`config.mk`:
```
export PLATFORM = sky130hd
export DESIGN_NAME = prompt_response_classifier_core
export DESIGN_NICKNAME = d
export VERILOG_FILES = /design/src/rtl/prc_pkg.sv /design/src/rtl/prc_front.sv /design/src/rtl/prc_queue.sv /design/src/rtl/prc_back.sv /design/src/rtl/prompt_response_classifier_core.sv
export SDC_FILE = /design/constraint.sdc
export NUM_CORES = 1
export LEC_CHECK = 0
export BUFFER_PORTS_ARGS = -buffer_cell sky130_fd_sc_hd__buf_2
export CORE_ASPECT_RATIO = 0.75
export CORE_UTILIZATION = 28
export CTS_CLUSTER_SIZE = 12
export DETAILED_ROUTE_END_ITERATION = 6
export PLACE_DENSITY = 0.44
export SETUP_SLACK_MARGIN = 0.3
export SLEW_MARGIN = 30
export SYNTH_ARGS = -nofsm -noshare
export SYNTH_HDL_FRONTEND = slang
export SYNTH_HIERARCHICAL = 1
export SYNTH_SLANG_ARGS = --single-unit
```
`constraint.sdc`:
```
create_clock -name clk -period 8.4 [get_ports clk]
set_clock_uncertainty 0.1 [all_clocks]
set_input_delay 2.1 -clock clk [delete_from_list [all_inputs] [get_ports clk]]
set_output_delay 2.1 -clock clk [all_outputs]
set_load 0.01 [all_outputs]
```
`src/rtl/prc_pkg.sv`:
```
// Shared types, text tables and constants of the prompt response classifier.
`default_nettype none

package prc_pkg;

  // Result status codes
  typedef enum logic [2:0] {
    STATUS_SUCCESS     = 3'd0,
    STATUS_SEARCHING   = 3'd1,
    STATUS_NO_DATA     = 3'd2,
    STATUS_BUS_INIT    = 3'd3,
    STATUS_UNABLE      = 3'd4,
    STATUS_STOPPED     = 3'd5,
    STATUS_UNSUPPORTED = 3'd6
  } status_t;

  // Byte classes handed from the front to the back
  typedef enum logic [2:0] {
    TOK_CLEAR    = 3'd0,
    TOK_PROMPT   = 3'd1,
    TOK_EOL      = 3'd2,
    TOK_SPACE    = 3'd3,
    TOK_OTHER_WS = 3'd4,
    TOK_CHAR     = 3'd5
  } tok_kind_t;

  typedef struct packed {
    tok_kind_t  kind;
    logic [7:0] ch;     // upper-case folded character, valid for TOK_CHAR
  } tok_t;

  localparam int unsigned TEXT_COUNT     = 6;
  localparam int unsigned TIDX_W         = 3;
  localparam int unsigned POS_W          = 5;
  localparam int unsigned MAX_TEXT_BYTES = 17;
  localparam logic [TIDX_W-1:0] SEARCH_IDX = TIDX_W'(5);

  // Each text is right-aligned: its last character sits in byte 0
  localparam logic [TEXT_COUNT-1:0][MAX_TEXT_BYTES-1:0][7:0] TEXT_ROM = '{
    5: "SEARCHING...",
    4: "?",
    3: "STOPPED",
    2: "UNABLE TO CONNECT",
    1: "BUS INIT: ERROR",
    0: "NO DATA"
  };

  localparam logic [POS_W-1:0] TEXT_LEN [TEXT_COUNT] = '{
    5'd7, 5'd15, 5'd17, 5'd7, 5'd1, 5'd12
  };

  localparam status_t TEXT_STATUS [TEXT_COUNT] = '{
    STATUS_NO_DATA, STATUS_BUS_INIT, STATUS_UNABLE,
    STATUS_STOPPED, STATUS_UNSUPPORTED, STATUS_SEARCHING
  };

  localparam int unsigned MAX_LINE_COUNT = 255;
  localparam logic [7:0]  COUNT_CAP =
    (MAX_LINE_COUNT > 255) ? 8'd255 : 8'(MAX_LINE_COUNT);

  // Token queue between front and back
  localparam int unsigned QUEUE_DEPTH = 4;
  localparam int unsigned QPTR_W      = 2;

  localparam logic [7:0] CH_PROMPT = 8'h3E;
  localparam logic [7:0] CH_CR     = 8'h0D;
  localparam logic [7:0] CH_LF     = 8'h0A;
  localparam logic [7:0] CH_SPACE  = 8'h20;
  localparam logic [7:0] CH_TAB    = 8'h09;
  localparam logic [7:0] CH_VT     = 8'h0B;
  localparam logic [7:0] CH_FF     = 8'h0C;

endpackage

`default_nettype wire

```
`src/rtl/prc_front.sv`:
```
// Front end: classifies each accepted request into a token.
`default_nettype none

module prc_front (
  input  wire logic         action,
  input  wire logic [7:0]   byte_value,
  output prc_pkg::tok_t     tok
);

  always_comb begin
    tok.ch   = byte_value;
    tok.kind = prc_pkg::TOK_CHAR;
    if (action) begin
      tok.kind = prc_pkg::TOK_CLEAR;
    end else if (byte_value == prc_pkg::CH_PROMPT) begin
      tok.kind = prc_pkg::TOK_PROMPT;
    end else if (byte_value == prc_pkg::CH_CR || byte_value == prc_pkg::CH_LF) begin
      tok.kind = prc_pkg::TOK_EOL;
    end else if (byte_value == prc_pkg::CH_SPACE) begin
      tok.kind = prc_pkg::TOK_SPACE;
    end else if (byte_value == prc_pkg::CH_TAB || byte_value == prc_pkg::CH_VT ||
                 byte_value == prc_pkg::CH_FF) begin
      tok.kind = prc_pkg::TOK_OTHER_WS;
    end else if (byte_value >= 8'h61 && byte_value <= 8'h7A) begin
      // fold a-z to upper case
      tok.ch = byte_value - 8'h20;
    end
  end

endmodule

`default_nettype wire

```
`src/rtl/prc_queue.sv`:
```
// Short token queue decoupling the front end from the matcher back end.
`default_nettype none

module prc_queue (
  input  wire logic          clk,
  input  wire logic          rst_n,
  input  wire logic          push,
  input  wire prc_pkg::tok_t push_tok,
  output logic               full,
  input  wire logic          pop,
  output logic               head_valid,
  output prc_pkg::tok_t      head_tok
);

  prc_pkg::tok_t mem [prc_pkg::QUEUE_DEPTH];

  logic [prc_pkg::QPTR_W-1:0] wr_ptr_r, wr_ptr_nxt;
  logic [prc_pkg::QPTR_W-1:0] rd_ptr_r, rd_ptr_nxt;
  logic [prc_pkg::QPTR_W:0]   count_r, count_nxt;
  logic                       do_push, do_pop;

  assign full       = (count_r == (prc_pkg::QPTR_W+1)'(prc_pkg::QUEUE_DEPTH));
  assign head_valid = (count_r != '0);
  assign head_tok   = mem[rd_ptr_r];
  assign do_push    = push && !full;
  assign do_pop     = pop && head_valid;

  always_comb begin
    wr_ptr_nxt = do_push ? wr_ptr_r + 1'b1 : wr_ptr_r;
    rd_ptr_nxt = do_pop  ? rd_ptr_r + 1'b1 : rd_ptr_r;
    count_nxt  = count_r;
    if (do_push && !do_pop) begin
      count_nxt = count_r + 1'b1;
    end else if (do_pop && !do_push) begin
      count_nxt = count_r - 1'b1;
    end
  end

  always_ff @(posedge clk) begin
    if (do_push) begin
      mem[wr_ptr_r] <= push_tok;
    end
  end

  always_ff @(posedge clk) begin
    if (!rst_n) begin
      wr_ptr_r <= '0;
      rd_ptr_r <= '0;
      count_r  <= '0;
    end else begin
      wr_ptr_r <= wr_ptr_nxt;
      rd_ptr_r <= rd_ptr_nxt;
      count_r  <= count_nxt;
    end
  end

endmodule

`default_nettype wire

```
`src/rtl/prc_back.sv`:
```
// Back end: incremental text matchers, line bookkeeping and result register.
`default_nettype none

module prc_back (
  input  wire logic          clk,
  input  wire logic          rst_n,
  input  wire logic          head_valid,
  input  wire prc_pkg::tok_t head_tok,
  output logic               pop,
  output logic               out_valid,
  input  wire logic          out_stall,
  output logic [2:0]         out_status,
  output logic [7:0]         out_line_count
);

  localparam int unsigned TC = prc_pkg::TEXT_COUNT;

  logic [prc_pkg::POS_W-1:0] pos_r [TC];
  logic [prc_pkg::POS_W-1:0] pos_nxt [TC];
  logic [TC-1:0]             fail_r, fail_nxt;
  logic                      has_text_r, has_text_nxt;
  logic [1:0]                gap_r, gap_nxt;
  prc_pkg::status_t          first_err_r, first_err_nxt;
  logic                      search_r, search_nxt;
  logic [7:0]                lines_r, lines_nxt;
  logic                      out_valid_r, out_valid_nxt;
  prc_pkg::status_t          out_status_r, out_status_nxt;
  logic [7:0]                out_count_r, out_count_nxt;

  prc_pkg::status_t          el_first;
  logic                      el_search;
  logic [7:0]                el_lines;
  logic                      slot_free;

  // One matcher step: returns {fail, position}
  function automatic logic [prc_pkg::POS_W:0] feed(
    input logic [prc_pkg::TIDX_W-1:0] k,
    input logic [prc_pkg::POS_W-1:0]  pos,
    input logic                       fail,
    input logic [7:0]                 c
  );
    logic [prc_pkg::POS_W-1:0] bi;
    logic [prc_pkg::POS_W:0]   res;
    bi  = prc_pkg::TEXT_LEN[k] - 5'd1 - pos;
    res = {fail, pos};
    if (!fail) begin
      if (pos < prc_pkg::TEXT_LEN[k] && prc_pkg::TEXT_ROM[k][bi] == c) begin
        res = {1'b0, pos + 5'd1};
      end else begin
        res = {1'b1, pos};
      end
    end
    return res;
  endfunction

  assign slot_free      = !out_valid_r || !out_stall;
  assign pop            = head_valid && (head_tok.kind != prc_pkg::TOK_PROMPT || slot_free);
  assign out_valid      = out_valid_r;
  assign out_status     = out_status_r;
  assign out_line_count = out_count_r;

  // Response state as it stands once the current line is closed
  always_comb begin
    el_first  = first_err_r;
    el_search = search_r;
    el_lines  = lines_r;
    if (has_text_r) begin
      if (lines_r < prc_pkg::COUNT_CAP) begin
        el_lines = lines_r + 8'd1;
      end
      for (int k = 0; k < TC; k++) begin
        if (!fail_r[k] && pos_r[k] == prc_pkg::TEXT_LEN[k]) begin
          if (prc_pkg::TIDX_W'(k) == prc_pkg::SEARCH_IDX) begin
            el_search = 1'b1;
          end else if (el_first == prc_pkg::STATUS_SUCCESS) begin
            el_first = prc_pkg::TEXT_STATUS[k];
          end
        end
      end
    end
  end

  always_comb begin
    logic [prc_pkg::POS_W:0] step;
    pos_nxt        = pos_r;
    fail_nxt       = fail_r;
    has_text_nxt   = has_text_r;
    gap_nxt        = gap_r;
    first_err_nxt  = first_err_r;
    search_nxt     = search_r;
    lines_nxt      = lines_r;
    out_valid_nxt  = out_valid_r && out_stall;
    out_status_nxt = out_status_r;
    out_count_nxt  = out_count_r;
    step           = '0;

    if (pop) begin
      unique case (head_tok.kind)
        prc_pkg::TOK_CLEAR, prc_pkg::TOK_EOL, prc_pkg::TOK_PROMPT: begin
          for (int k = 0; k < TC; k++) begin
            pos_nxt[k] = '0;
          end
          fail_nxt     = '0;
          has_text_nxt = 1'b0;
          gap_nxt      = 2'd0;
          if (head_tok.kind == prc_pkg::TOK_EOL) begin
            first_err_nxt = el_first;
            search_nxt    = el_search;
            lines_nxt     = el_lines;
          end else begin
            first_err_nxt = prc_pkg::STATUS_SUCCESS;
            search_nxt    = 1'b0;
            lines_nxt     = '0;
          end
          if (head_tok.kind == prc_pkg::TOK_PROMPT) begin
            out_valid_nxt  = 1'b1;
            out_count_nxt  = el_lines;
            if (el_first != prc_pkg::STATUS_SUCCESS) begin
              out_status_nxt = el_first;
            end else if (el_search) begin
              out_status_nxt = prc_pkg::STATUS_SEARCHING;
            end else begin
              out_status_nxt = prc_pkg::STATUS_SUCCESS;
            end
          end
        end
        prc_pkg::TOK_SPACE, prc_pkg::TOK_OTHER_WS: begin
          if (has_text_r) begin
            gap_nxt = (gap_r == 2'd0 && head_tok.kind == prc_pkg::TOK_SPACE) ? 2'd1 : 2'd2;
          end
        end
        prc_pkg::TOK_CHAR: begin
          for (int k = 0; k < TC; k++) begin
            step = {fail_r[k], pos_r[k]};
            if (gap_r == 2'd1) begin
              step = feed(prc_pkg::TIDX_W'(k), step[prc_pkg::POS_W-1:0],
                          step[prc_pkg::POS_W], prc_pkg::CH_SPACE);
            end else if (gap_r == 2'd2) begin
              step[prc_pkg::POS_W] = 1'b1;
            end
            step = feed(prc_pkg::TIDX_W'(k), step[prc_pkg::POS_W-1:0],
                        step[prc_pkg::POS_W], head_tok.ch);
            fail_nxt[k] = step[prc_pkg::POS_W];
            pos_nxt[k]  = step[prc_pkg::POS_W-1:0];
          end
          gap_nxt      = 2'd0;
          has_text_nxt = 1'b1;
        end
        default: begin
        end
      endcase
    end
  end

  always_ff @(posedge clk) begin
    if (!rst_n) begin
      for (int k = 0; k < TC; k++) begin
        pos_r[k] <= '0;
      end
      fail_r      <= '0;
      has_text_r  <= 1'b0;
      gap_r       <= 2'd0;
      first_err_r <= prc_pkg::STATUS_SUCCESS;
      search_r    <= 1'b0;
      lines_r     <= '0;
      out_valid_r <= 1'b0;
    end else begin
      pos_r       <= pos_nxt;
      fail_r      <= fail_nxt;
      has_text_r  <= has_text_nxt;
      gap_r       <= gap_nxt;
      first_err_r <= first_err_nxt;
      search_r    <= search_nxt;
      lines_r     <= lines_nxt;
      out_valid_r <= out_valid_nxt;
    end
  end

  always_ff @(posedge clk) begin
    out_status_r <= out_status_nxt;
    out_count_r  <= out_count_nxt;
  end

endmodule

`default_nettype wire

```
`src/rtl/prompt_response_classifier_core.sv`:
```
// Top level of the prompt response classifier: front end, token queue and back end.
// Throughput: one request per cycle while the queue has room; the matcher back end retires one
// token a cycle unless a prompt waits for a free result slot; results leave from a register.
// The four-entry token queue absorbs stalls on the result side; input stalls only when it fills.
// Reset: rst_n is synchronous and active low; it empties the queue, clears all line and
// response state and drops any pending result.
`default_nettype none

module prompt_response_classifier_core (
  input  wire logic       clk,
  input  wire logic       rst_n,
  input  wire logic       in_valid,
  output logic            in_stall,
  input  wire logic       in_action,
  input  wire logic [7:0] in_byte_value,
  output logic            out_valid,
  input  wire logic       out_stall,
  output logic [2:0]      out_status,
  output logic [7:0]      out_line_count
);

  prc_pkg::tok_t front_tok;   // classified request from the front end
  prc_pkg::tok_t head_tok;    // oldest queued token, seen by the back end
  logic          q_full;
  logic          head_valid;
  logic          pop;

  // Classify each byte: clear, prompt, end of line, whitespace or folded character
  prc_front u_front (
    .action     (in_action),
    .byte_value (in_byte_value),
    .tok        (front_tok)
  );

  // Hold off new requests only while the queue is full
  assign in_stall = q_full;

  prc_queue u_queue (
    .clk        (clk),
    .rst_n      (rst_n),
    .push       (in_valid),
    .push_tok   (front_tok),
    .full       (q_full),
    .pop        (pop),
    .head_valid (head_valid),
    .head_tok   (head_tok)
  );

  // Advance matchers one token a cycle; a prompt waits only for a free result slot
  prc_back u_back (
    .clk            (clk),
    .rst_n          (rst_n),
    .head_valid     (head_valid),
    .head_tok       (head_tok),
    .pop            (pop),
    .out_valid      (out_valid),
    .out_stall      (out_stall),
    .out_status     (out_status),
    .out_line_count (out_line_count)
  );

endmodule

`default_nettype wire

```
Yosys cells after proc, flatten, opt, wreduce, memory -nomap -nowiden
Memories as Yosys holds them, arrays and structs flattened. A register that Yosys moved wholly into a read port is not among the register bits.
Cells that the tools add are included.
W data, S select, Z words.
- flip-flop bits (word level): 70
- bits in writable memories: 44
- ROM bits: 3072
- input bits: 13
- output and inout bits: 13
- word-level logic and storage cells: 312
- memories: 13
- memories (name ; depth ; bits a word ; rd ports ; clocked after memory_dff ; wr ports ; RTL line ; source):
    (no name shown) ; 32 ; 8 ; 1 ; 0 ; 0 ; prc_back.sv:47 ; if (pos < prc_pkg::TEXT_LEN[k] && prc_pkg::TEXT_ROM[k][bi] == c) begin
    (no name shown) ; 32 ; 8 ; 1 ; 0 ; 0 ; prc_back.sv:47 ;
    (no name shown) ; 32 ; 8 ; 1 ; 0 ; 0 ; prc_back.sv:47 ;
    (no name shown) ; 32 ; 8 ; 1 ; 0 ; 0 ; prc_back.sv:47 ;
    (no name shown) ; 32 ; 8 ; 1 ; 0 ; 0 ; prc_back.sv:47 ;
    (no name shown) ; 32 ; 8 ; 1 ; 0 ; 0 ; prc_back.sv:47 ;
    7 more memories ; -- ; -- ; -- ; -- ; -- ; -- ;
- $add $sub $neg: 30
- magnitude comparators: 27
- equal/unequal tests: 35
- multiplexer cells: 128
- reductions and logical operators: 61
- operators by type and width (kind ; count):
    $mux W8 ; 21
    $mux W6 ; 24
    $mux W5 ; 18
    $lt A5 B6 Y1 const B ; 12
    $mux W3 ; 23
    $eq A8 B6 Y1 const B ; 8
    $add A5 B1 Y5 const B ; 12
    $pmux W30 S2 ; 1
    $eq A8 B8 Y1 ; 6
    $eq A8 B4 Y1 const B ; 5
    $mux W1 ; 34
    $logic_and A1 B1 Y1 ; 26
    $lt A5 B3 Y1 const B ; 4
    $lt A5 B4 Y1 const B ; 4
    $sub A3 B5 Y5 const A ; 4
    $sub A4 B5 Y5 const A ; 4
    $logic_not A3 Y1 ; 6
    $pmux W6 S2 ; 1
    $logic_not A1 Y1 ; 11
    $eq A5 B3 Y1 const B ; 2
    $eq A5 B4 Y1 const B ; 2
    $lt A5 B1 Y1 const B ; 2
    $lt A5 B5 Y1 const B ; 2
    $sub A1 B5 Y5 const A ; 2
    other kinds (30) ; 47

Logic depth before layout (Yosys ltp)
Gate-level depths: netlist (run 1).
- depth in word-level cells: 22
- gate-level depth with buffers: 16
- mapped depth without buffers: 15

Modules after synthesis
The synthesis (run 1) kept the hierarchy.
- modules (own cells, without submodules) (module ; instances ; cells an instance ; area an instance (µm²) ; sequential area each (µm²)):
    prc_back ; 1 ; 690 ; 5520.3 ; 1371.3
    prc_queue ; 1 ; 105 ; 2072.0 ; 1501.4
    prc_front ; 1 ; 37 ; 282.8 ; 0.0

Least setup slack after synthesis (run 1)
No wires, ideal clock.
- kind: register to register
- start: register u_back/pos_r[0] in the netlist's numbering
- end: register u_back/pos_r[1] in the netlist's numbering
- library setup time: 129 ps
- arrival time: 4015 ps
- data required time: 8171 ps
- slack: 4157 ps
- cell stages (with the launch flop): 15
- buffers on the path: 1
- period minus slack after synthesis: 4243 ps
- cells stage by stage: dfxtp_1 clkbuf_1 inv_1 ha_1 nor4b_1 nand4_1 xnor2_1 ha_1 o21ai_0 a211o_1 or4_1 nor4_4 nand3_2 a31oi_1 o32ai_1
- cells in the longest elaborated chain, start to end: 18
- elaborated cells on any way between the ends: 25
- those cells by class: 4 x add/sub; 2 x order compare; 2 x eq/ne; 13 x mux; 2 x reduce/logical; 2 x memory
- RTL lines (what ; RTL line ; source):
    start, declared ; prc_back.sv:18 ; logic [prc_pkg::POS_W-1:0] pos_r [TC];
    start signal, assigned ; prc_back.sv:168 ; pos_r <= pos_nxt;
    $sub A4 B5 Y5 ; prc_back.sv:44 ; bi = prc_pkg::TEXT_LEN[k] - 5'd1 - pos;
    $mem_v2 Z32 W8 ; -- ;
    $mux W8 (implied by the code) ; prc_back.sv:47 ;
    $eq A8 B6 Y1 ; prc_back.sv:47 ;
    $logic_and A1 B1 Y1 ; prc_back.sv:47 ;
    $mux W6 ; prc_back.sv:47 ;
    $mux W6 ; prc_back.sv:46 ; if (!fail) begin
    $mux W5 ; prc_back.sv:135 ; if (gap_r == 2'd1) begin
    [2 not listed] ; -- ;
    $sub A4 B5 Y5 ; prc_back.sv:44 ;
    $mem_v2 Z32 W8 ; -- ;
    $mux W8 (implied by the code) ; prc_back.sv:47 ;
    $eq A8 B8 Y1 ; prc_back.sv:47 ;
    $logic_and A1 B1 Y1 ; prc_back.sv:47 ;
    $mux W6 ; prc_back.sv:47 ;
    $mux W6 (*) ; prc_back.sv:46 ;
    $pmux W30 S2 (*) ; prc_back.sv:98 ; unique case (head_tok.kind)
Every way passes the cells marked *; elsewhere a longest branch is shown, timed or not. The select of a mux whose other input is x is not followed.
A chain may end at the register's enable or synchronous reset.

Worst setup path after layout (run 1)
Ends and elaborated chain as after synthesis.

==> insert_results.sql, run 1 <==
INSERT INTO impl_metrics (metric_group, metric, value, unit) VALUES
('sta', 'fin_crit', '4.94', 'ns'),
('place', 'dp_hpwl', '14.9', 'mm'),
('route', 'vias_per_cell', '5.23', ''),
('synthesis', 'synth.ff_latch_count', '116', ''),
('grt', 'largest_net_degree_at_the_start_of_global_routing', '49', ''),
('place', 'routabilityCongestion', '0.827', ''),
('route', 'remaining_drc_errors', '0', ''),
('clock_network', 'worstSkewPairLatency', '0.41', 'ns'),
('sta', 'grt_setup_unrepaired', 'no', ''),
('synthesis', 'synth.yosys.seq_area_share', '36.5', '%'),
('grt', 'grt-busiest-layer', 'met1', ''),
('run', 'maxCapViolations', '0', ''),
('sta', 'totalNegativeSetupSlack', '0', 'ns'),
('synthesis', 'ys_dominant_reg_cell', 'sky130_fd_sc_hd__dfxtp_1', ''),
('worst_setup_path', 'worst-endpoint-required', '8.57', 'ns'),
('grt', 'gr-usage-met3', '2.87', '%'),
('worst_setup_path', 'worst-path-max-fanout', '13', ''),
('sta', 'timing.final.crit_share', '58.8', '%'),
('power_and_ir_drop', 'power_report.internal_total', '1.30', 'mW'),
('clock_network', 'cts_tree', 'yes', ''),
('power_and_ir_drop', 'net-switching-power', '773', 'uW'),
('grt', 'antenna_found_initial', '0', ''),
('route', 'wirelength', '20.7', 'mm'),
('worst_setup_path', 'cpMostUsedCell', 'sky130_fd_sc_hd__ha_1', ''),
('worst_setup_path', 'cp-end-kind', 'flip-flop', ''),
('power_and_ir_drop', 'pwr-share-clk', '33.6', '%'),
('worst_setup_path', 'cp_data_arrival_time', '5.12', 'ns'),
('clock_network', 'cts_setup_buffers', '0', ''),
('place', 'preCtsSetupSlack', '3.58', 'ns'),
('clock_network', 'tritoncts_num_sinks', '116', ''),
('place', 'io_buffers', '25', ''),
('route', 'drt_pre_antenna_iters', '5', ''),
('worst_setup_path', 'worst_path_max_delay_cell', 'sky130_fd_sc_hd__nor4b_1', ''),
('worst_setup_path', 'max_stage_delay', '0.65', 'ns'),
('floorplan', 'core', '27300', 'um2'),
('worst_setup_path', 'worst_setup_path_start_kind', 'flip-flop', ''),
('sta', 'timing.fmax', '202', 'MHz'),
('synthesis', 'synth_enable_flop_cells', '55', ''),
('cells_and_area', 'drive_above_1_share', '12.7', '%'),
('min_path', 'worstHoldPathType', 'flip-flop to flip-flop', ''),
('sta', 'transition_time_of_the_tightest_slew_check_pin', '0.767', 'ns'),
('floorplan', 'design.die.area', '28800', 'um2'),
('status', 'status', 'completed', ''),
('synthesis', 'postSynthAreaPerCell', '9.47', 'um2'),
('clock_network', 'h_tree_lvl_count', '4', ''),
('synthesis', 'synth_top_area_share', '21.0', '%'),
('power_and_ir_drop', 'power_density', '236', 'nW/um2'),
('clock_network', 'root_buffer', 'sky130_fd_sc_hd__clkbuf_16', ''),
('power_and_ir_drop', 'power.ir.vdd_worst', '0.000124', 'V'),
('synthesis', 'yosys_warnings', '6', ''),
('cells_and_area', 'antenna_cells_inserted', '0', ''),
('floorplan', 'num_rows', '52', ''),
('power_and_ir_drop', 'switching_share', '37.3', '%'),
('floorplan', 'die_height', '147', 'um'),
('floorplan', 'die_width', '196', 'um'),
('worst_setup_path', 'cells_along_the_critical_path', 'inv_1, ha_1, nor4b_1, nand4_1, xnor2_1, ha_1, o21ai_0, a211o_1, or4_1, nor4_4, nand3_2, a31oi_1, o32ai_1', ''),
('clock_network', 'ctsLongestPathBuffers', '2', ''),
('grt', 'grt_util_met2', '20.9', '%'),
('cells_and_area', 'nets', '888', ''),
('clock_network', 'clkTransAtPathRegs', '0.06', 'ns'),
('sta', 'setup_viol', '0', ''),
('cells_and_area', 'syn2layout_area_growth', '11.6', '%'),
('clock_network', 'ctsHoldBuffers', '0', ''),
('power_and_ir_drop', 'static-leakage-power', '3.17', 'nW'),
('clock_network', 'cts-buffers-inserted', '17', ''),
('synthesis', 'synth_cell_type_count', '93', ''),
('grt', 'number_of_global_route_vias_before_repair', '5802', ''),
('sta', 'relSlewSlack', '48.1', '%'),
('route', 'detailedRoute.firstIterationViolations', '458', ''),
('floorplan', 'boundaryPins', '26', ''),
('synthesis', 'synth_fp_nets', '896', '');
final cells by class:
cell class                      count  area, um2
Tap cell                          351        439
Fill cell                        2826      18500
Clock buffer                       17        425
Multi-Input combinational cell    611       4570
Inverter                           49        184
Clock inverter                     15        148
Timing Repair Buffer               29        155
Sequential cell                   116       2870
cells by family (layout without fill, tap and decap cells):
logic type      Yosys count  in the layout  share of synthesized area, %
mux                      37             37                          6.80
xor+xnor                 39             39                          4.58
simple gates            302            302                          21.8
flops                   116            116                          36.5
compound gates          182            182                          16.6
fa+ha+maj                51             51                          8.20
buf+inv                 105            110                          5.56
layout by cell type, fill, tap and decap left out, drive strengths merged, types with 6 or more instances in the layout:
cell type	instances
nor2	54
nand3	22
mux4	13
inv	55
a21o	6
mux2i	22
a21oi	28
nor4	15
a211o	6
o31ai	9
o211ai	6
clkbuf	17
ha	50
buf	29
o22ai	6
nand2	56
nand4	12
xnor2	28
and3	12
xor2	11
nor3b	10
edfxtp	55
a22oi	10
a31oi	8
or3	7
nor3	27
and2	21
or4	6
clkinv	6
nand2b	15
dfxtp	61
o21ai	34
nor2b	20
synth_stat cells, types with 5 or more instances:
cell                        number
sky130_fd_sc_hd__a211o_1         6
sky130_fd_sc_hd__a211oi_1        5
sky130_fd_sc_hd__nor3_1         25
sky130_fd_sc_hd__nor2_1         54
sky130_fd_sc_hd__a22oi_1        10
sky130_fd_sc_hd__xnor2_1        27
sky130_fd_sc_hd__and2_1         20
sky130_fd_sc_hd__a32o_1          5
sky130_fd_sc_hd__or4_1           5
sky130_fd_sc_hd__and3_1         12
sky130_fd_sc_hd__edfxtp_1       55
sky130_fd_sc_hd__buf_4           8
sky130_fd_sc_hd__a21oi_1        28
sky130_fd_sc_hd__nand2_1        56
sky130_fd_sc_hd__dfxtp_1        61
sky130_fd_sc_hd__xor2_1         11
sky130_fd_sc_hd__ha_1           50
sky130_fd_sc_hd__o22ai_1         6
sky130_fd_sc_hd__nand4_1        12
sky130_fd_sc_hd__o211ai_1        6
sky130_fd_sc_hd__nand3_1        21
sky130_fd_sc_hd__nor2b_1        20
sky130_fd_sc_hd__o2bb2ai_1       5
sky130_fd_sc_hd__nor4_1         12
sky130_fd_sc_hd__a31oi_1         8
sky130_fd_sc_hd__nand2b_1       15
sky130_fd_sc_hd__a41oi_1         5
sky130_fd_sc_hd__clkbuf_1       41
sky130_fd_sc_hd__inv_1          48
sky130_fd_sc_hd__or3_1           6
sky130_fd_sc_hd__nor3b_1         9
sky130_fd_sc_hd__a21o_1          6
sky130_fd_sc_hd__mux2i_1        22
sky130_fd_sc_hd__o31ai_1         8
sky130_fd_sc_hd__mux4_2         13
sky130_fd_sc_hd__o21ai_0        32
worst paths after layout:
check | start | to | slack, ns | depth (start not counted)
setup reg to reg | u_back/pos_r[0] | u_back/pos_r[1] | 3.46 | 13
setup / recovery | u_back/pos_r[0] | u_back/pos_r[1] | 3.46 | 13
hold / removal | u_queue/wr_ptr_r[1] | u_queue/wr_ptr_r[1] | 0.39 | 2
hold reg to reg | u_queue/wr_ptr_r[1] | u_queue/wr_ptr_r[1] | 0.39 | 2
registers in the layout, indices dropped and copies added (netlist names), named ones only:
| register | flops |
|---|---|
| u_back/fail_r | 6 |
| u_back/out_valid | 1 |
| u_back/lines_r | 8 |
| u_queue/wr_ptr_r | 2 |
| u_back/gap_r | 2 |
| u_queue/count_r | 3 |
| u_back/has_text_r | 1 |
| u_back/search_r | 1 |
| u_queue/mem | 44 |
| u_back/first_err_r | 3 |
| u_queue/rd_ptr_r | 2 |
| u_back/pos_r | 30 |
| u_back/out_status | 3 |
| u_back/out_line_count | 8 |
power groups by stage:
stage | sequential, mW | clock (mW) | combinational (mW)
detailed placement | 0.736 | 0 | 0.654
global route | 0.733 | 0.738 | 0.723
CTS | 0.724 | 0.716 | 0.658
finish | 0.722 | 0.697 | 0.653
global placement | 0.737 | 0 | 0.659
floorplan | 0.700 | 0 | 0.493
worst max-delay path: cells and delay by family (launching register included):
family,cells,cell delay [ns]
AO/OA/AOI/OAI,4,0.73
buffers and inverters,1,0.25
flip-flops,1,0.60
adder cells (fa/ha/maj),2,0.60
XOR/XNOR,1,0.32
AND/OR/NAND/NOR,5,2.21
stage by stage:
step           hold WS [ns]  cell area, um2  util, %  total power, mW  cells
4_1_cts               0.400            8790     32.2             2.10   1188
6_report              0.394            8790     32.2             2.07   1188
3_3_place_gp          0.394            8220     30.1             1.40   1156
5_1_grt               0.434            8790     32.2             2.19   1188
2_1_floorplan         0.365            7880        -             1.19    832
3_5_place_dp          0.391            8220     30.1             1.39   1156
routing by layer:
layer | vias to the layer above | share of wire, %
met4 | 0 | 0.62
met3 | 9 | 4.9
li1 | 3065 | -
met5 | - | 0
met2 | 166 | 42
met1 | 2979 | 53
(Power assumes the default switching activity.)
==> inputs of run 2 (changes only) <==
- ABC_AREA: unset -> 1
- PLACE_DENSITY: 0.44 -> 0.46
- clock period: 8.4 -> 4.21 ns (I/O delays scaled with it)
==> run 2 against run 1 <==
Effect of this change:
- register-to-register slack got worse by 2.8 ns
- sequential cell count did not move
- synthesized area fell by 3.6%
- setup slack got worse by 2.8 ns
- combinational power rose to 2.6 times the previous value
- fmax rose by 38%
- sequential share of layout area rose by 0.65 points
- critical path depth rose by 8
- clock power rose by 95%
- critical path type unchanged
- critical endpoint is now u_back/pos_r[11]
- highest routed layer unchanged
==> insert_results.sql, run 2 <==
INSERT INTO impl_metrics (metric_group, metric, value, unit) VALUES
('status', 'status', 'completed', ''),
('cells_and_area', 'antenna_cells_inserted', '0', ''),
('clock_network', 'cts_setup_buffers', '0', ''),
('cells_and_area', 'fillers', '2868', ''),
('route', 'wirelength', '20.2', 'mm'),
('clock_network', 'tritoncts_num_sinks', '116', ''),
('sta', 'totalNegativeSetupSlack', '0', 'ns'),
('cells_and_area', 'largest_register_ffs', '44', ''),
('synthesis', 'synth_top_cells_by_count', 'sky130_fd_sc_hd__nand2_1, sky130_fd_sc_hd__inv_1, sky130_fd_sc_hd__nor2_1', ''),
('place', 'placed_cells_incl_taps', '1358', ''),
('worst_setup_path', 'cells_along_the_critical_path', 'ha_1, ha_1, nor2_1, nand2_1, nor2_1, nand2_1, nand2_2, inv_1, ha_1, ha_2, inv_2, nand2_1, o21ai_0, a21oi_1, nand2_1, xor2_1, nor2_4, nand3_4, nand2_1, nand3_1, a21oi_1', ''),
('synthesis', 'synth.ff_latch_count', '116', ''),
('route', 'postRouteAntennaNets', '0', ''),
('synthesis', 'synth_fp_nets', '1072', ''),
('grt', 'largest_net_degree_at_the_start_of_global_routing', '39', ''),
('sta', 'report.final.slew_viol_count', '0', ''),
('grt', 'number_of_global_route_vias_before_repair', '5974', ''),
('sta', 'relSlewSlack', '39.9', '%'),
('worst_setup_path', 'max_stage_delay', '0.40', 'ns'),
('floorplan', 'start_util', '28.9', '%'),
('worst_setup_path', 'worst_path_dominant_cell_family', 'simple AND/OR/NAND/NOR gates', ''),
('worst_setup_path', 'cp-end-kind', 'flip-flop', ''),
('cells_and_area', 'most-common-layout-cells', 'sky130_fd_sc_hd__nand2_1, sky130_fd_sc_hd__inv_1, sky130_fd_sc_hd__nor2_1, sky130_fd_sc_hd__nand3_1, sky130_fd_sc_hd__dfxtp_1', ''),
('cells_and_area', 'syn2layout_area_growth', '13.6', '%'),
('cells_and_area', 'drive_above_1_share', '13.0', '%'),
('clock_network', 'worstSkewPairLatency', '0.42', 'ns'),
('power_and_ir_drop', 'fraction_of_power_consumed_by_combinational_cells', '38.1', '%'),
('sta', 'setup_viol', '0', ''),
('worst_setup_path', 'worst-endpoint-required', '4.45', 'ns'),
('floorplan', 'num_rows', '51', ''),
('worst_setup_path', 'wp_buf_inv', '2', ''),
('clock_network', 'ctsLongestPathBuffers', '2', ''),
('synthesis', 'synth.yosys.seq_area_share', '37.8', '%'),
('synthesis', 'synth_enable_flop_cells', '55', ''),
('cells_and_area', 'nets', '1097', ''),
('floorplan', 'die_width', '192', 'um'),
('cells_and_area', 'layout_commonest_cell', 'sky130_fd_sc_hd__nand2_1', ''),
('synthesis', 'async_sr_flop_fraction', '0', '%'),
('synthesis', 'most_used_standard_cell_by_instance_count_after_synthesis', 'sky130_fd_sc_hd__nand2_1', ''),
('synthesis', 'synth_cell_type_count', '52', ''),
('place', 'routabilityCongestion', '0.824', ''),
('power_and_ir_drop', 'switching_share', '40.8', '%'),
('cells_and_area', 'cell_count_final_fillers_out', '1390', ''),
('cells_and_area', 'multi_input_area', '4030', 'um2'),
('worst_setup_path', 'worst-path-max-fanout', '8', ''),
('worst_setup_path', 'worst_setup_path_start_kind', 'flip-flop', ''),
('grt', 'grt_pass1_wl', '32.6', 'mm'),
('grt', 'grtUsageTotal', '15.4', '%'),
('floorplan', 'design.die.area', '27800', 'um2'),
('power_and_ir_drop', 'static-leakage-power', '3.70', 'nW'),
('clock_network', 'clkTransAtPathRegs', '0.06', 'ns'),
('worst_setup_path', 'worst_path_max_delay_cell', 'sky130_fd_sc_hd__ha_2', ''),
('clock_network', 'cts-buffers-inserted', '17', ''),
('synthesis', 'yosys_warnings', '6', ''),
('place', 'io_buffers', '25', ''),
('worst_setup_path', 'path_length_in_cells_of_the_critical_path', '21', ''),
('route', 'route.vias.total', '6500', ''),
('route', 'remaining_drc_errors', '0', ''),
('synthesis', 'postSynthAreaPerCell', '7.53', 'um2'),
('worst_setup_path', 'reg2reg_depth', '21', ''),
('power_and_ir_drop', 'power_report.internal_total', '2.64', 'mW'),
('grt', 'antenna_found_initial', '0', ''),
('power_and_ir_drop', 'pwr-share-clk', '30.4', '%'),
('route', 'wire_per_inst', '14.5', 'um'),
('power_and_ir_drop', 'power.ir.vdd_worst', '0.000322', 'V'),
('route', 'detailedRoute.firstIterationViolations', '458', ''),
('cells_and_area', 'regMostFlops', 'u_queue/mem', ''),
('synthesis', 'synth_top_cell_by_area', 'sky130_fd_sc_hd__edfxtp_1', ''),
('place', 'dp_hpwl', '14.7', 'mm'),
('floorplan', 'boundaryPins', '26', ''),
('worst_setup_path', 'cpMostUsedCell', 'sky130_fd_sc_hd__nand2_1', ''),
('grt', 'overflow', '0', ''),
('cells_and_area', 'reg_top3', 'u_queue/mem x44, u_back/pos_r x30', ''),
('sta', 'transition_time_of_the_tightest_slew_check_pin', '0.902', 'ns'),
('power_and_ir_drop', 'power_density', '518', 'nW/um2'),
('power_and_ir_drop', 'net-switching-power', '1.82', 'mW'),
('power_and_ir_drop', 'seqPwrFrac', '31.5', '%'),
('sta', 'hold_violations', '0', ''),
('cells_and_area', 'register_area', '2880', 'um2'),
('route', 'drt_pre_antenna_iters', '5', ''),
('sta', 'timing.final.crit_share', '85.0', '%'),
('sta', 'hold_ws', '0.346', 'ns'),
('route', 'vias_per_cell', '4.68', ''),
('floorplan', 'die_height', '145', 'um'),
('sta', 'grt_setup_unrepaired', 'no', ''),
('synthesis', 'synth_cells', '1008', ''),
('cells_and_area', 'finalInstanceArea', '8630', 'um2'),
('synthesis', 'synth_top_cells_by_area', 'sky130_fd_sc_hd__edfxtp_1, sky130_fd_sc_hd__dfxtp_1, sky130_fd_sc_hd__nand2_1', ''),
('floorplan', 'core', '26300', 'um2'),
('synthesis', 'post_synth_instance_area', '7590', 'um2'),
('worst_setup_path', 'cp_data_arrival_time', '3.82', 'ns'),
('clock_network', 'ctsHoldBuffers', '0', ''),
('synthesis', 'synth_top_area_share', '21.7', '%'),
('min_path', 'hold_path_cell_cnt', '2', ''),
('place', 'place_area', '8070', 'um2'),
('clock_network', 'cts_tree', 'yes', ''),
('min_path', 'worstHoldPathType', 'flip-flop to flip-flop', ''),
('sta', 'timing.fmax', '279', 'MHz'),
('sta', 'fin_crit', '3.58', 'ns'),
('clock_network', 'root_buffer', 'sky130_fd_sc_hd__clkbuf_16', ''),
('worst_setup_path', 'critical_path_class', 'flip-flop to flip-flop', ''),
('run', 'maxCapViolations', '0', ''),
('clock_network', 'h_tree_lvl_count', '4', ''),
('synthesis', 'ys_dominant_reg_cell', 'sky130_fd_sc_hd__dfxtp_1', '');
## run 2: cell count changes after synthesis, sizes merged, moves of 20 or more
| cell | delta |
|---|---|
| nor2b | -20 |
| nand3 | +54 |
| inv | +93 |
| xnor2 | -24 |
| and2 | -20 |
| nand2 | +184 |
| o21ai | +32 |
| nor2 | +59 |
| mux2i | -22 |
| clkbuf | -29 |
## run 2: worst paths after layout
path / from / endpoint / slack (ns)
setup reg to reg: u_back/pos_r[10] / u_back/pos_r[11] / 0.63
hold reg to reg: u_back/pos_r[9] / u_back/pos_r[9] / 0.35
hold / removal: u_back/pos_r[9] / u_back/pos_r[9] / 0.35
setup / recovery: u_back/pos_r[10] / u_back/pos_r[11] / 0.63
## run 2: kinds of logic after synthesis
group,after synthesis,synth area share (%)
xor gates and xnor gates,22,3.08
buffers and inverters,174,9.28
adders and majority gates,51,8.50
AOI/OAI and AO/OA,153,11.4
DFF,116,37.8
and+or+nand+nor,492,30.0
## run 2: layout make-up
class                   instances  share of cell area, %
repair buffers                 36                   2.41
multi-input cells             718                   46.6
flip-flops and latches        116                   33.3
clock inverters                 9                  0.942
well taps                     344                   4.99
inverters                     144                   6.26
clock buffers                  23                   5.42
## run 2: metal layers
layer	GRT usage [%]	vias to the layer above	wire [um]	share of wire (%)
met3	3.13	11	726	3.6
met1	23.2	2992	11300	56
met5	0	-	0	0
li1	-	3392	-	-
met4	3.98	0	176	0.87
met2	21.9	105	7960	40
## run 2: through the flow
stage | utilization [%] | total power, mW | setup WS, ns
global placement | 30.7 | 3.13 | 0.607
CTS | 32.8 | 4.51 | 0.485
floorplan | - | 2.57 | 0.984
detailed placement | 30.7 | 3.12 | 0.515
global route | 32.8 | 4.77 | 0.338
finish | 32.8 | 4.47 | 0.631
## run 2: power by group through the flow
stage | clock [mW] | combinational (mW) | sequential, mW
2_1_floorplan | 0 | 1.15 | 1.42
5_1_grt | 1.45 | 1.90 | 1.42
4_1_cts | 1.41 | 1.70 | 1.41
3_3_place_gp | 0 | 1.70 | 1.43
6_report | 1.36 | 1.70 | 1.40
3_5_place_dp | 0 | 1.69 | 1.43
## run 2: repair_timing
action	4_1_cts	5_1_grt
hold endpoints to repair	0	0
gates resized for setup	0	5
setup endpoints to repair	0	5
## run 2: tightest hold or removal path: stages, from the launching register on
cell                      delay, ns
sky130_fd_sc_hd__dfxtp_1       0.31
sky130_fd_sc_hd__nand2_1       0.06
sky130_fd_sc_hd__nor2_1        0.03
==> inputs of run 3 (changes only) <==
- CELL_PAD_IN_SITES_DETAIL_PLACEMENT: unset -> 0
- CELL_PAD_IN_SITES_GLOBAL_PLACEMENT: unset -> 2
- PLACE_DENSITY: 0.46 -> 0.68
==> run 3 against run 2 <==
Effect of this change:
- sequential cell count did not move
- wire length grew 1.1%
- first-iteration DRC count shrank 4.1%
- power hardly changed
- hold slack got worse by 0.0066 ns
- critical endpoint is now u_back/pos_r[10]
- largest cell class unchanged
- largest power group unchanged
==> insert_results.sql, run 3 (synthesis results as in run 2) <==
INSERT INTO impl_metrics (metric_group, metric, value, unit) VALUES
('status', 'status', 'completed', ''),
('cells_and_area', 'most-common-layout-cells', 'sky130_fd_sc_hd__nand2_1, sky130_fd_sc_hd__inv_1, sky130_fd_sc_hd__nor2_1, sky130_fd_sc_hd__nand3_1, sky130_fd_sc_hd__dfxtp_1', ''),
('floorplan', 'num_rows', '51', ''),
('cells_and_area', 'layout_commonest_cell', 'sky130_fd_sc_hd__nand2_1', ''),
('sta', 'hold_violations', '0', ''),
('grt', 'antenna_found_initial', '0', ''),
('sta', 'timing.fmax', '285', 'MHz'),
('route', 'wirelength', '20.4', 'mm'),
('cells_and_area', 'drive_above_1_share', '13.4', '%'),
('route', 'postRouteAntennaNets', '0', ''),
('sta', 'grt_setup_unrepaired', 'no', ''),
('worst_setup_path', 'cp-end-kind', 'flip-flop', ''),
('power_and_ir_drop', 'power_density', '517', 'nW/um2'),
('grt', 'grtUsageTotal', '15.6', '%'),
('clock_network', 'cts-buffers-inserted', '17', ''),
('route', 'vias_per_cell', '4.63', ''),
('sta', 'final.setup.worst_slack', '0.700', 'ns'),
('clock_network', 'tritoncts_num_sinks', '116', ''),
('grt', 'overflow', '0', ''),
('worst_setup_path', 'worst_setup_path_start_kind', 'flip-flop', ''),
('worst_setup_path', 'worst_path_max_delay_cell', 'sky130_fd_sc_hd__ha_1', ''),
('cells_and_area', 'regMostFlops', 'u_queue/mem', ''),
('sta', 'timing.final.crit_share', '83.4', '%'),
('clock_network', 'h_tree_lvl_count', '4', ''),
('clock_network', 'worstSkewPairLatency', '0.41', 'ns'),
('grt', 'number_of_global_route_vias_before_repair', '6024', ''),
('worst_setup_path', 'max_stage_delay', '0.39', 'ns'),
('floorplan', 'die_width', '192', 'um'),
('place', 'io_buffers', '25', ''),
('floorplan', 'core', '26300', 'um2'),
('power_and_ir_drop', 'static-leakage-power', '3.71', 'nW'),
('grt', 'largest_net_degree_at_the_start_of_global_routing', '39', ''),
('sta', 'hold_ws', '0.339', 'ns'),
('route', 'wire_per_inst', '14.7', 'um'),
('cells_and_area', 'largest_register_ffs', '44', ''),
('min_path', 'hold_path_cell_cnt', '2', ''),
('worst_setup_path', 'regToRegSetupSlack', '0.70', 'ns'),
('worst_setup_path', 'cp_data_arrival_time', '3.67', 'ns'),
('cells_and_area', 'multi_input_area', '4020', 'um2'),
('sta', 'report.final.slew_viol_count', '0', ''),
('worst_setup_path', 'critical_path.reg2reg.endpoint', 'u_back/pos_r[10]', ''),
('cells_and_area', 'syn2layout_area_growth', '13.7', '%'),
('cells_and_area', 'register_area', '2880', 'um2'),
('worst_setup_path', 'worst-path-max-fanout', '8', ''),
('route', 'detailedRoute.firstIterationViolations', '439', ''),
('power_and_ir_drop', 'power.ir.vdd_worst', '0.000250', 'V'),
('worst_setup_path', 'worst_path_dominant_cell_family', 'simple AND/OR/NAND/NOR gates', ''),
('clock_network', 'clkTransAtPathRegs', '0.06', 'ns'),
('cells_and_area', 'antenna_cells_inserted', '0', ''),
('cells_and_area', 'fillers', '2820', ''),
('min_path', 'hold_path_startpoint', 'u_back/pos_r[9]', ''),
('route', 'route.vias.total', '6435', ''),
('sta', 'totalNegativeSetupSlack', '0', 'ns'),
('worst_setup_path', 'cells_along_the_critical_path', 'ha_1, ha_1, nor2_1, nand2_1, nor2_1, nand2_1, nand2_2, inv_1, ha_1, ha_1, inv_2, nand2_1, o21ai_0, a21oi_1, nand2_1, xor2_1, nor2_4, nand4_1, nand3_1, a21oi_1', ''),
('worst_setup_path', 'reg2reg_depth', '20', ''),
('route', 'drt_pre_antenna_iters', '4', ''),
('floorplan', 'boundaryPins', '26', ''),
('worst_setup_path', 'worst-endpoint-required', '4.37', 'ns'),
('worst_setup_path', 'wp_buf_inv', '2', ''),
('clock_network', 'ctsLongestPathBuffers', '2', ''),
('cells_and_area', 'reg_top3', 'u_queue/mem x44, u_back/pos_r x30', ''),
('clock_network', 'cts_tree', 'yes', ''),
('sta', 'relSlewSlack', '39.4', '%'),
('floorplan', 'design.die.area', '27800', 'um2'),
('min_path', 'hold-path-endpoint', 'u_back/pos_r[9]', ''),
('worst_setup_path', 'critical_register_to_register_path_startpoint', 'u_back/pos_r[10]', ''),
('sta', 'transition_time_of_the_tightest_slew_check_pin', '0.909', 'ns'),
('sta', 'fin_crit', '3.51', 'ns'),
('min_path', 'worstHoldPathType', 'flip-flop to flip-flop', ''),
('place', 'routabilityCongestion', '0.773', ''),
('floorplan', 'die_height', '145', 'um'),
('cells_and_area', 'nets', '1097', ''),
('floorplan', 'start_util', '28.9', '%'),
('clock_network', 'root_buffer', 'sky130_fd_sc_hd__clkbuf_16', ''),
('run', 'maxCapViolations', '0', ''),
('place', 'dp_hpwl', '15.0', 'mm'),
('grt', 'grt_pass1_wl', '33.1', 'mm'),
('sta', 'setup_viol', '0', ''),
('worst_setup_path', 'critical_path_class', 'flip-flop to flip-flop', ''),
('place', 'preCtsSetupSlack', '0.551', 'ns'),
('route', 'remaining_drc_errors', '0', '');
run 3: changes by cell type in the layout (fill, tap and decap cells not counted), moves of 2 or more:
| cell | delta |
|---|---|
| sky130_fd_sc_hd__clkinv_1 | -2 |
| sky130_fd_sc_hd__clkinv_2 | +2 |
| sky130_fd_sc_hd__clkbuf_8 | -2 |
| sky130_fd_sc_hd__inv_6 | +4 |
| sky130_fd_sc_hd__clkbuf_1 | -4 |
run 3: how the worst max path moves through the flow:
stage | startpoint | end | slack (ns) | cells after the start
after floorplan | u_back/pos_r[11] | u_back/pos_r[11] | 0.98 | 21
after global placement | u_back/pos_r[11] | u_back/pos_r[10] | 0.58 | 20
after detailed placement | u_back/pos_r[11] | u_back/pos_r[12] | 0.55 | 20
after CTS | u_back/pos_r[11] | u_back/pos_r[12] | 0.53 | 20
after global routing | u_back/pos_r[10] | u_back/pos_r[12] | 0.31 | 21
final | u_back/pos_r[10] | u_back/pos_r[10] | 0.70 | 20
run 3: final cells by class:
type	count	area share, %
inverters	144	6.26
well taps	344	4.99
repair buffers	36	2.41
flip-flops and latches	116	33.3
clock buffers	17	4.93
multi-input cells	718	46.6
clock inverters	15	1.51
run 3: through the flow:
stage,cells,instance area [um2],total power [mW],util [%]
3_5_place_dp,1358,8070,3.13,30.7
6_report,1390,8630,4.47,32.8
4_1_cts,1390,8630,4.53,32.8
2_1_floorplan,1008,7590,2.57,-
3_3_place_gp,1358,8070,3.16,30.7
5_1_grt,1390,8630,4.76,32.8
run 3: tightest hold or removal path: stages, from the launching register on:
cell and delay (ns):
sky130_fd_sc_hd__dfxtp_1 0.31, sky130_fd_sc_hd__nand2_1 0.06, sky130_fd_sc_hd__nor2_1 0.03
run 3: per-layer routing:
layer,GRT usage (%),share of wire [%],vias up
met5,0,0,-
met4,3.61,0.77,0
met3,2.91,2.5,11
met2,21.8,40,84
met1,24.3,57,2975
li1,-,-,3365
run 3: what timing repair did:
action,4_1_cts,5_1_grt
endpoints found under the setup margin,0,4
buffers inserted,0,0
hold buffers,0,0
gates resized for setup,0,3
run 3: power breakdown:
| part | switching, mW | leakage [nW] | internal (mW) |
|---|---|---|---|
| clock | 0.555 | 0.272 | 0.814 |
| sequential | 0.0690 | 1.01 | 1.33 |
| combinational | 1.23 | 2.43 | 0.478 |
